### config.mk
export PLATFORM = sky130hd
export DESIGN_NAME = infix_sum_product_evaluator_top
export DESIGN_NICKNAME = d
export VERILOG_FILES = /design/src/rtl/core/ispe_pkg.sv /design/src/rtl/core/ispe_stack.sv /design/src/rtl/core/infix_sum_product_evaluator_top.sv
export SDC_FILE = /design/constraint.sdc
export NUM_CORES = 2
export LEC_CHECK = 0
export ABC_AREA = 1
export BUFFER_PORTS_ARGS = -buffer_cell sky130_fd_sc_hd__buf_4
export CAP_MARGIN = 20
export CORE_ASPECT_RATIO = 0.5
export CORE_MARGIN = 8
export CORE_UTILIZATION = 64
export DETAILED_ROUTE_END_ITERATION = 8
export HOLD_SLACK_MARGIN = 0.02
export PLACE_DENSITY = 0.8
export SYNTH_ARGS = -nofsm -noshare
export SYNTH_HDL_FRONTEND = slang
export SYNTH_SLANG_ARGS = --single-unit
### constraint.sdc
create_clock -name clk_i -period 11.1 [get_ports clk_i]
set_input_delay 1.11 -clock clk_i [delete_from_list [all_inputs] [get_ports clk_i]]
set_output_delay 1.11 -clock clk_i [all_outputs]
set_load 0.01 [all_outputs]
### src/rtl/core/ispe_pkg.sv
`timescale 1ns / 1ps
// ----------------------------------------------------------------------------
// ispe_pkg
// Shared types and constants of the infix sum and product evaluator.
// ----------------------------------------------------------------------------
package ispe_pkg;

  localparam int unsigned MaxNesting = 32;
  localparam int unsigned WordW = 32;

  localparam logic [7:0] CharZero  = 8'h30;
  localparam logic [7:0] CharNine  = 8'h39;
  localparam logic [7:0] CharOpen  = 8'h28;
  localparam logic [7:0] CharClose = 8'h29;
  localparam logic [7:0] CharPlus  = 8'h2B;
  localparam logic [7:0] CharTimes = 8'h2A;

  typedef enum logic [1:0] {
    StOk       = 2'd0,
    StToken    = 2'd1,
    StEnd      = 2'd2,
    StOverflow = 2'd3
  } status_e;

  typedef struct packed {
    logic [WordW-1:0] sum;
    logic [WordW-1:0] prod;
  } frame_t;

  typedef struct packed {
    logic push;
    logic pop;
    logic clear;
  } stack_cmd_t;

endpackage

### src/rtl/core/ispe_stack.sv
`timescale 1ns / 1ps
// ----------------------------------------------------------------------------
// ispe_stack
// Parenthesis frame stack: the top frame sits in a register, older frames
// in a synchronous memory, with the frame below the top prefetched.
// ----------------------------------------------------------------------------
module ispe_stack #(
  parameter int unsigned MaxNesting = ispe_pkg::MaxNesting
) (
  input  logic                              clk_i,
  input  logic                              rst_ni,
  input  ispe_pkg::stack_cmd_t              cmd_i,
  input  ispe_pkg::frame_t                  push_frame_i,
  output ispe_pkg::frame_t                  top_frame_o,
  output logic [$clog2(MaxNesting+1)-1:0]   depth_o
);

  localparam int unsigned DepthW = $clog2(MaxNesting + 1);
  localparam int unsigned AddrW  = (MaxNesting > 1) ? $clog2(MaxNesting) : 1;

  ispe_pkg::frame_t  mem [MaxNesting];
  ispe_pkg::frame_t  top_q;
  ispe_pkg::frame_t  below_q;
  logic [DepthW-1:0] depth_q, depth_d;
  logic [DepthW-1:0] wr_ptr;
  logic [DepthW-1:0] rd_ptr;
  logic              spill;

  always_comb begin
    depth_d = depth_q;
    if (cmd_i.clear) begin
      depth_d = '0;
    end else if (cmd_i.push) begin
      depth_d = depth_q + DepthW'(1);
    end else if (cmd_i.pop) begin
      depth_d = depth_q - DepthW'(1);
    end
  end

  assign spill  = cmd_i.push && (depth_q != '0);
  assign wr_ptr = depth_q - DepthW'(1);
  assign rd_ptr = depth_d - DepthW'(2);

  always_ff @(posedge clk_i or negedge rst_ni) begin
    if (!rst_ni) begin
      depth_q <= '0;
    end else begin
      depth_q <= depth_d;
    end
  end

  // The frame below the top is read at its next address whenever at least two
  // frames will remain; a spill to that same entry is forwarded.
  always_ff @(posedge clk_i) begin
    if (spill) begin
      mem[wr_ptr[AddrW-1:0]] <= top_q;
      below_q <= top_q;
    end else if (depth_d >= DepthW'(2)) begin
      below_q <= mem[rd_ptr[AddrW-1:0]];
    end
  end

  always_ff @(posedge clk_i) begin
    if (cmd_i.push) begin
      top_q <= push_frame_i;
    end else if (cmd_i.pop) begin
      top_q <= below_q;
    end
  end

  assign top_frame_o = top_q;
  assign depth_o     = depth_q;

endmodule

### src/rtl/core/infix_sum_product_evaluator_top.sv
`timescale 1ns / 1ps
// ----------------------------------------------------------------------------
// infix_sum_product_evaluator_top
// Evaluates a digit, plus, times and parenthesis expression one character
// word at a time and reports the value or the first error at the end word.
//
//   Channel | Handshake                 | Words
//   --------+---------------------------+-------------------------------------
//   in      | in_valid_i / in_ready_o   | character_i, end_of_input_i
//   out     | out_valid_o / out_ready_i | status_o, bad_character_o, value_o
//
// One input word is taken every cycle while in_ready_o is high; each step does one add and one
// multiply on the current registers and the stack top register.
// The result of an end word appears on the output in the cycle after it is taken.
// Input stalls only while a result is held and out_ready_i is low.
// Reset clears the evaluator state and the output valid; no clearing pass.
// ----------------------------------------------------------------------------
module infix_sum_product_evaluator_top #(
  parameter int unsigned MaxNesting = ispe_pkg::MaxNesting
) (
  input  logic               clk_i,
  input  logic               rst_ni,
  input  logic               in_valid_i,
  output logic               in_ready_o,
  input  logic [7:0]         character_i,
  input  logic               end_of_input_i,
  output logic               out_valid_o,
  input  logic               out_ready_i,
  output logic [1:0]         status_o,
  output logic [7:0]         bad_character_o,
  output logic signed [31:0] value_o
);

  localparam int unsigned DepthW = $clog2(MaxNesting + 1);
  localparam int unsigned WordW  = ispe_pkg::WordW;

  logic                 in_fire;
  logic [WordW-1:0]     sum_q, sum_d;
  logic [WordW-1:0]     prod_q, prod_d;
  logic                 expect_q, expect_d;
  ispe_pkg::status_e    err_q, err_d;
  logic [7:0]           err_char_q, err_char_d;
  logic                 out_valid_q, out_valid_d;
  ispe_pkg::status_e    out_status_q, out_status_d;
  logic [7:0]           out_bad_q, out_bad_d;
  logic [WordW-1:0]     out_value_q, out_value_d;
  ispe_pkg::stack_cmd_t cmd;
  ispe_pkg::frame_t     push_frame;
  ispe_pkg::frame_t     top_frame;
  logic [DepthW-1:0]    depth;
  logic [WordW-1:0]     inner;
  logic [WordW-1:0]     mul_a, mul_b, mul_res;
  logic [7:0]           digit;
  logic                 is_digit;

  ispe_stack #(
    .MaxNesting(MaxNesting)
  ) u_stack (
    .clk_i       (clk_i),
    .rst_ni      (rst_ni),
    .cmd_i       (cmd),
    .push_frame_i(push_frame),
    .top_frame_o (top_frame),
    .depth_o     (depth)
  );

  assign in_ready_o = !out_valid_q || out_ready_i;
  assign in_fire    = in_valid_i && in_ready_o;

  assign inner    = sum_q + prod_q;
  assign digit    = character_i - ispe_pkg::CharZero;
  assign is_digit = (character_i >= ispe_pkg::CharZero) && (character_i <= ispe_pkg::CharNine);

  // One multiplier serves both a digit operand and a closing parenthesis.
  assign mul_a   = expect_q ? top_frame.prod : prod_q;
  assign mul_b   = expect_q ? inner : {{(WordW-4){1'b0}}, digit[3:0]};
  assign mul_res = mul_a * mul_b;

  assign push_frame.sum  = sum_q;
  assign push_frame.prod = prod_q;

  always_comb begin
    sum_d        = sum_q;
    prod_d       = prod_q;
    expect_d     = expect_q;
    err_d        = err_q;
    err_char_d   = err_char_q;
    out_status_d = out_status_q;
    out_bad_d    = out_bad_q;
    out_value_d  = out_value_q;
    out_valid_d  = out_valid_q && !out_ready_i;
    cmd          = '0;
    if (in_fire) begin
      if (end_of_input_i) begin
        out_valid_d  = 1'b1;
        out_status_d = err_q;
        out_bad_d    = err_char_q;
        out_value_d  = '0;
        if (err_q == ispe_pkg::StOk) begin
          if (!expect_q || (depth != '0)) begin
            out_status_d = ispe_pkg::StEnd;
            out_bad_d    = '0;
          end else begin
            out_value_d = inner;
          end
        end
        sum_d      = '0;
        prod_d     = WordW'(1);
        expect_d   = 1'b0;
        err_d      = ispe_pkg::StOk;
        err_char_d = '0;
        cmd.clear  = 1'b1;
      end else if (err_q == ispe_pkg::StOk) begin
        if (!expect_q) begin
          if (is_digit) begin
            prod_d   = mul_res;
            expect_d = 1'b1;
          end else if (character_i == ispe_pkg::CharOpen) begin
            if (depth >= DepthW'(MaxNesting)) begin
              err_d = ispe_pkg::StOverflow;
            end else begin
              cmd.push = 1'b1;
              sum_d    = '0;
              prod_d   = WordW'(1);
            end
          end else begin
            err_d      = ispe_pkg::StToken;
            err_char_d = character_i;
          end
        end else begin
          if (character_i == ispe_pkg::CharPlus) begin
            sum_d    = inner;
            prod_d   = WordW'(1);
            expect_d = 1'b0;
          end else if (character_i == ispe_pkg::CharTimes) begin
            expect_d = 1'b0;
          end else if ((character_i == ispe_pkg::CharClose) && (depth != '0)) begin
            cmd.pop = 1'b1;
            sum_d   = top_frame.sum;
            prod_d  = mul_res;
          end else begin
            err_d      = ispe_pkg::StToken;
            err_char_d = character_i;
          end
        end
      end
    end
  end

  always_ff @(posedge clk_i or negedge rst_ni) begin
    if (!rst_ni) begin
      sum_q       <= '0;
      prod_q      <= WordW'(1);
      expect_q    <= 1'b0;
      err_q       <= ispe_pkg::StOk;
      err_char_q  <= '0;
      out_valid_q <= 1'b0;
    end else begin
      sum_q       <= sum_d;
      prod_q      <= prod_d;
      expect_q    <= expect_d;
      err_q       <= err_d;
      err_char_q  <= err_char_d;
      out_valid_q <= out_valid_d;
    end
  end

  always_ff @(posedge clk_i) begin
    out_status_q <= out_status_d;
    out_bad_q    <= out_bad_d;
    out_value_q  <= out_value_d;
  end

  assign out_valid_o     = out_valid_q;
  assign status_o        = out_status_q;
  assign bad_character_o = out_bad_q;
  assign value_o         = out_value_q;

  a_end_gives_result: assert property (@(posedge clk_i) disable iff (!rst_ni)
    in_fire && end_of_input_i |=> out_valid_o)
    else $error("End word did not produce a result.");

  a_end_clears_state: assert property (@(posedge clk_i) disable iff (!rst_ni)
    in_fire && end_of_input_i |=> (depth == '0) && !expect_q && (err_q == ispe_pkg::StOk))
    else $error("Evaluator state not cleared after end word.");

  a_error_value_zero: assert property (@(posedge clk_i) disable iff (!rst_ni)
    out_valid_o && (status_o != ispe_pkg::StOk) |-> (value_o == '0))
    else $error("Nonzero value with an error status.");

  a_bad_char_only_token: assert property (@(posedge clk_i) disable iff (!rst_ni)
    out_valid_o && (status_o != ispe_pkg::StToken) |-> (bad_character_o == '0))
    else $error("Bad character reported without a token error.");

  a_depth_bound: assert property (@(posedge clk_i) disable iff (!rst_ni)
    depth <= DepthW'(MaxNesting))
    else $error("Nesting depth beyond its limit.");

endmodule

==> impl_metrics.env <==
export IMPL_status="finished with violations"
export IMPL_violations="design-rule violations"
export IMPL_post_cts_setup_buffer_count=0
export IMPL_routed_wl_um=348000
export IMPL_pre_cts_ws_ns=1.51
export IMPL_final_common_cell="edfxtp_1"
export IMPL_layout_common_cells="edfxtp_1, nor2_1, o21ai_0"
export IMPL_cp_arrival_ns=10.49
export IMPL_synth_seq_area_share_pct=62.9
export IMPL_synth_area_um2=109000
export IMPL_cp_top_family="adder cells"
export IMPL_path_clk_slew_ns=0.07
export IMPL_relSlewSlack_pct=14.9
export IMPL_grt_pass1_vias=74423
export IMPL_die_area_um2=185000
export IMPL_post_drt_via_cell_ratio=6.65
export IMPL_drc_errors=5
export IMPL_vias=78871
export IMPL_crit_type="register to register"
export IMPL_max_stage_delay_ns=0.77
export IMPL_power_frac_clock_pct=41.2
export IMPL_hold_viol=0
export IMPL_dpl_cell_count=11488
export IMPL_synth_ff_type="edfxtp_1"
export IMPL_place_congestion=1.07
export IMPL_clock_latency_ns=0.89
export IMPL_final_instance_count_excl_fill=11869
export IMPL_worstPathRequired_ns=11.82
export IMPL_yosys_warnings=0
export IMPL_cts_sinks=2300
export IMPL_wire_per_inst_um=29.4
export IMPL_leakage_nw=42.7
export IMPL_reg2reg_depth=35
export IMPL_cts_max_level=4
export IMPL_crit_path_top_delay_cell="inv_1"
export IMPL_fin_setup_tns_ns=0
export IMPL_grt_remaining_overflow=0
export IMPL_drtPass1Iterations=9
export IMPL_p_comb_share_pct=1.8
export IMPL_antenna_found_initial=13
export IMPL_drt_iter0_drc=14260
export IMPL_rsz0062_at_grt="false"
export IMPL_crit_path_max_fanout=18
export IMPL_worstSetupPathDepth=35
export IMPL_grt_usage_pct=36.9
export IMPL_power_internal_mw=13.2
export IMPL_rows=107
export IMPL_switchingPower_mw=3.36
export IMPL_portBuffers=56
export IMPL_synth_edf_count=2218
export IMPL_grt_pass1_wl_um=496000
export IMPL_synth_nets=10092
export IMPL_maxCapViolCount=0
export IMPL_fin_ws_ns=1.34
export IMPL_worst_path_buf_inv=9
export IMPL_fmax_mhz=102
export IMPL_die_width_um=600
export IMPL_start_util_pct=64.3
export IMPL_setup_viol=0
export IMPL_fp_dieH_um=308
export IMPL_powerDensity_nw_per_um2=139
export IMPL_swShare_pct=20.4
export IMPL_end_kind="register"
export IMPL_synth_ff_latch_count=2300
export IMPL_grt_max_degree=233
export IMPL_period_share_pct=87.9
export IMPL_layout_min_cycle_time_ns=9.76
export IMPL_dp_hpwl_um=204000
export IMPL_final_max_slew_viol_count=0
export IMPL_synth_cell_types=53
export IMPL_syn_to_final_growth_pct=8.87
export IMPL_cts_buffers=196
export IMPL_hold_buffers=0
export IMPL_crit_top_cell="fa_1"
export IMPL_fin_skew_ns=0.0971
export IMPL_cts_path_max_buffers=4
export IMPL_core_area_um2=170000
export IMPL_start_kind="register"
export IMPL_layout_drive_gt1_share_pct=6.31
export IMPL_synthArstFlopShare_pct=3.57
export IMPL_ctsResizeCount=0
export IMPL_ant_nets=0
export IMPL_worstMarginPinSlew_ns=1.28
export IMPL_ir_drop_v=0.000132
export IMPL_syn_inst=9509
export IMPL_num_nets_final=10004
export IMPL_hp_class="input pin to asynchronous set/reset pin"
export IMPL_boundaryPins=57
export IMPL_syn_area_per_cell_um2=11.5
export IMPL_final_util_pct=70.0
export IMPL_cts_tree="done"
export IMPL_ctsRootBufferMaster="clkbuf_16"
export IMPL_p_seq_share_pct=56.9
-- sequential cells by signal, summed over array words and instances, names as in the netlist --
register	count
err_char_q	8
prod_q	32
out_valid_o	1
expect_q	1
bad_character_o	8
err_q	2
u_stack.below_q	64
u_stack.top_frame_o	64
status_o	2
value_o	32
u_stack.mem	2048
u_stack.depth_o	6
sum_q	32
-- worst register-to-register path, delay by kind of cell, from the launching register on --
family	cells	cell delay, ns
simple gates	4	0.37
compound gates	10	2.17
flops	1	0.55
fa+ha+maj	11	4.49
buf+inv	9	1.85
xor+xnor	1	0.25
-- kinds of logic (layout without fill, tap and decap cells) --
logic type | count (synthesis) | after routing | share of synthesized area [%]
and+or+nand+nor | 3098 | 3098 | 11.2
DFF | 2300 | 2300 | 62.9
AOI/OAI and AO/OA | 2143 | 2143 | 11.3
xor gates and xnor gates | 44 | 44 | 0.360
buffers and inverters | 1354 | 1418 | 4.90
adders and majority gates | 570 | 570 | 9.34
other | 0 | 7 | 0
-- layer usage --
layer	wire (um)	GRT usage, %	vias up
li1	-	-	32971
met1	123000	51.6	38199
met2	145000	52.4	6624
met3	61200	12.6	1059
met4	19200	17.2	18
met5	176	0	-
-- through the flow --
stage | power, mW | hold slack [ns] | cell area (um^2)
floorplan | 9.75 | 0.464 | 109000
global placement | 9.88 | 0.496 | 112000
global route | 16.8 | 0.210 | 119000
CTS | 16.5 | 0.189 | 118000
finish | 16.5 | 0.203 | 119000
detailed placement | 9.88 | 0.501 | 112000
-- power by group through the flow --
stage	clock, mW	combinational, mW	sequential, mW
6_report	6.81	0.305	9.40
5_1_grt	7.12	0.322	9.40
4_1_cts	6.78	0.292	9.40
3_5_place_dp	0	0.289	9.59
3_3_place_gp	0	0.286	9.59
2_1_floorplan	0	0.153	9.59
-- cell usage after synthesis (45+ instances only) --
master,n,area share [%]
o21ai_0,1331,6.1
fa_1,409,7.5
o221ai_1,45,0.36
clkbuf_1,388,1.3
buf_2,136,0.62
nand2_1,925,3.2
nor2_1,1793,6.2
nand3_1,305,1.4
inv_1,784,2.7
edfxtp_1,2218,61
o22ai_1,151,0.87
ha_1,161,1.8
dfrtp_1,81,1.9
o211ai_1,470,3.2
a21oi_1,75,0.34
-- worst paths after layout --
| kind | from | endpoint | slack [ns] |
|---|---|---|---|
| worst max register to register | prod_q[0] | prod_q[23] | 1.34 |
| min in group clk_i | u_stack.below_q[52] | u_stack.top_frame_o[52] | 0.51 |
| max in group asynchronous | rst_ni | expect_q | 9.42 |
| worst max-delay path | prod_q[0] | prod_q[23] | 1.34 |
| worst min register to register | u_stack.below_q[52] | u_stack.top_frame_o[52] | 0.51 |
| worst min-delay path | rst_ni | prod_q[15] | 0.20 |
-- layout make-up --
cell class / instances / area [um^2]
antenna: 7 / 17.5
timing repair buffer: 268 / 2650
multi-input combinational: 5855 / 35600
inverter: 800 / 3040
fill: 11276 / 51000
clock buffer: 244 / 5150
clock inverter: 106 / 955
sequential: 2300 / 68700
tap: 2289 / 2860
(Power assumes the default switching activity.)
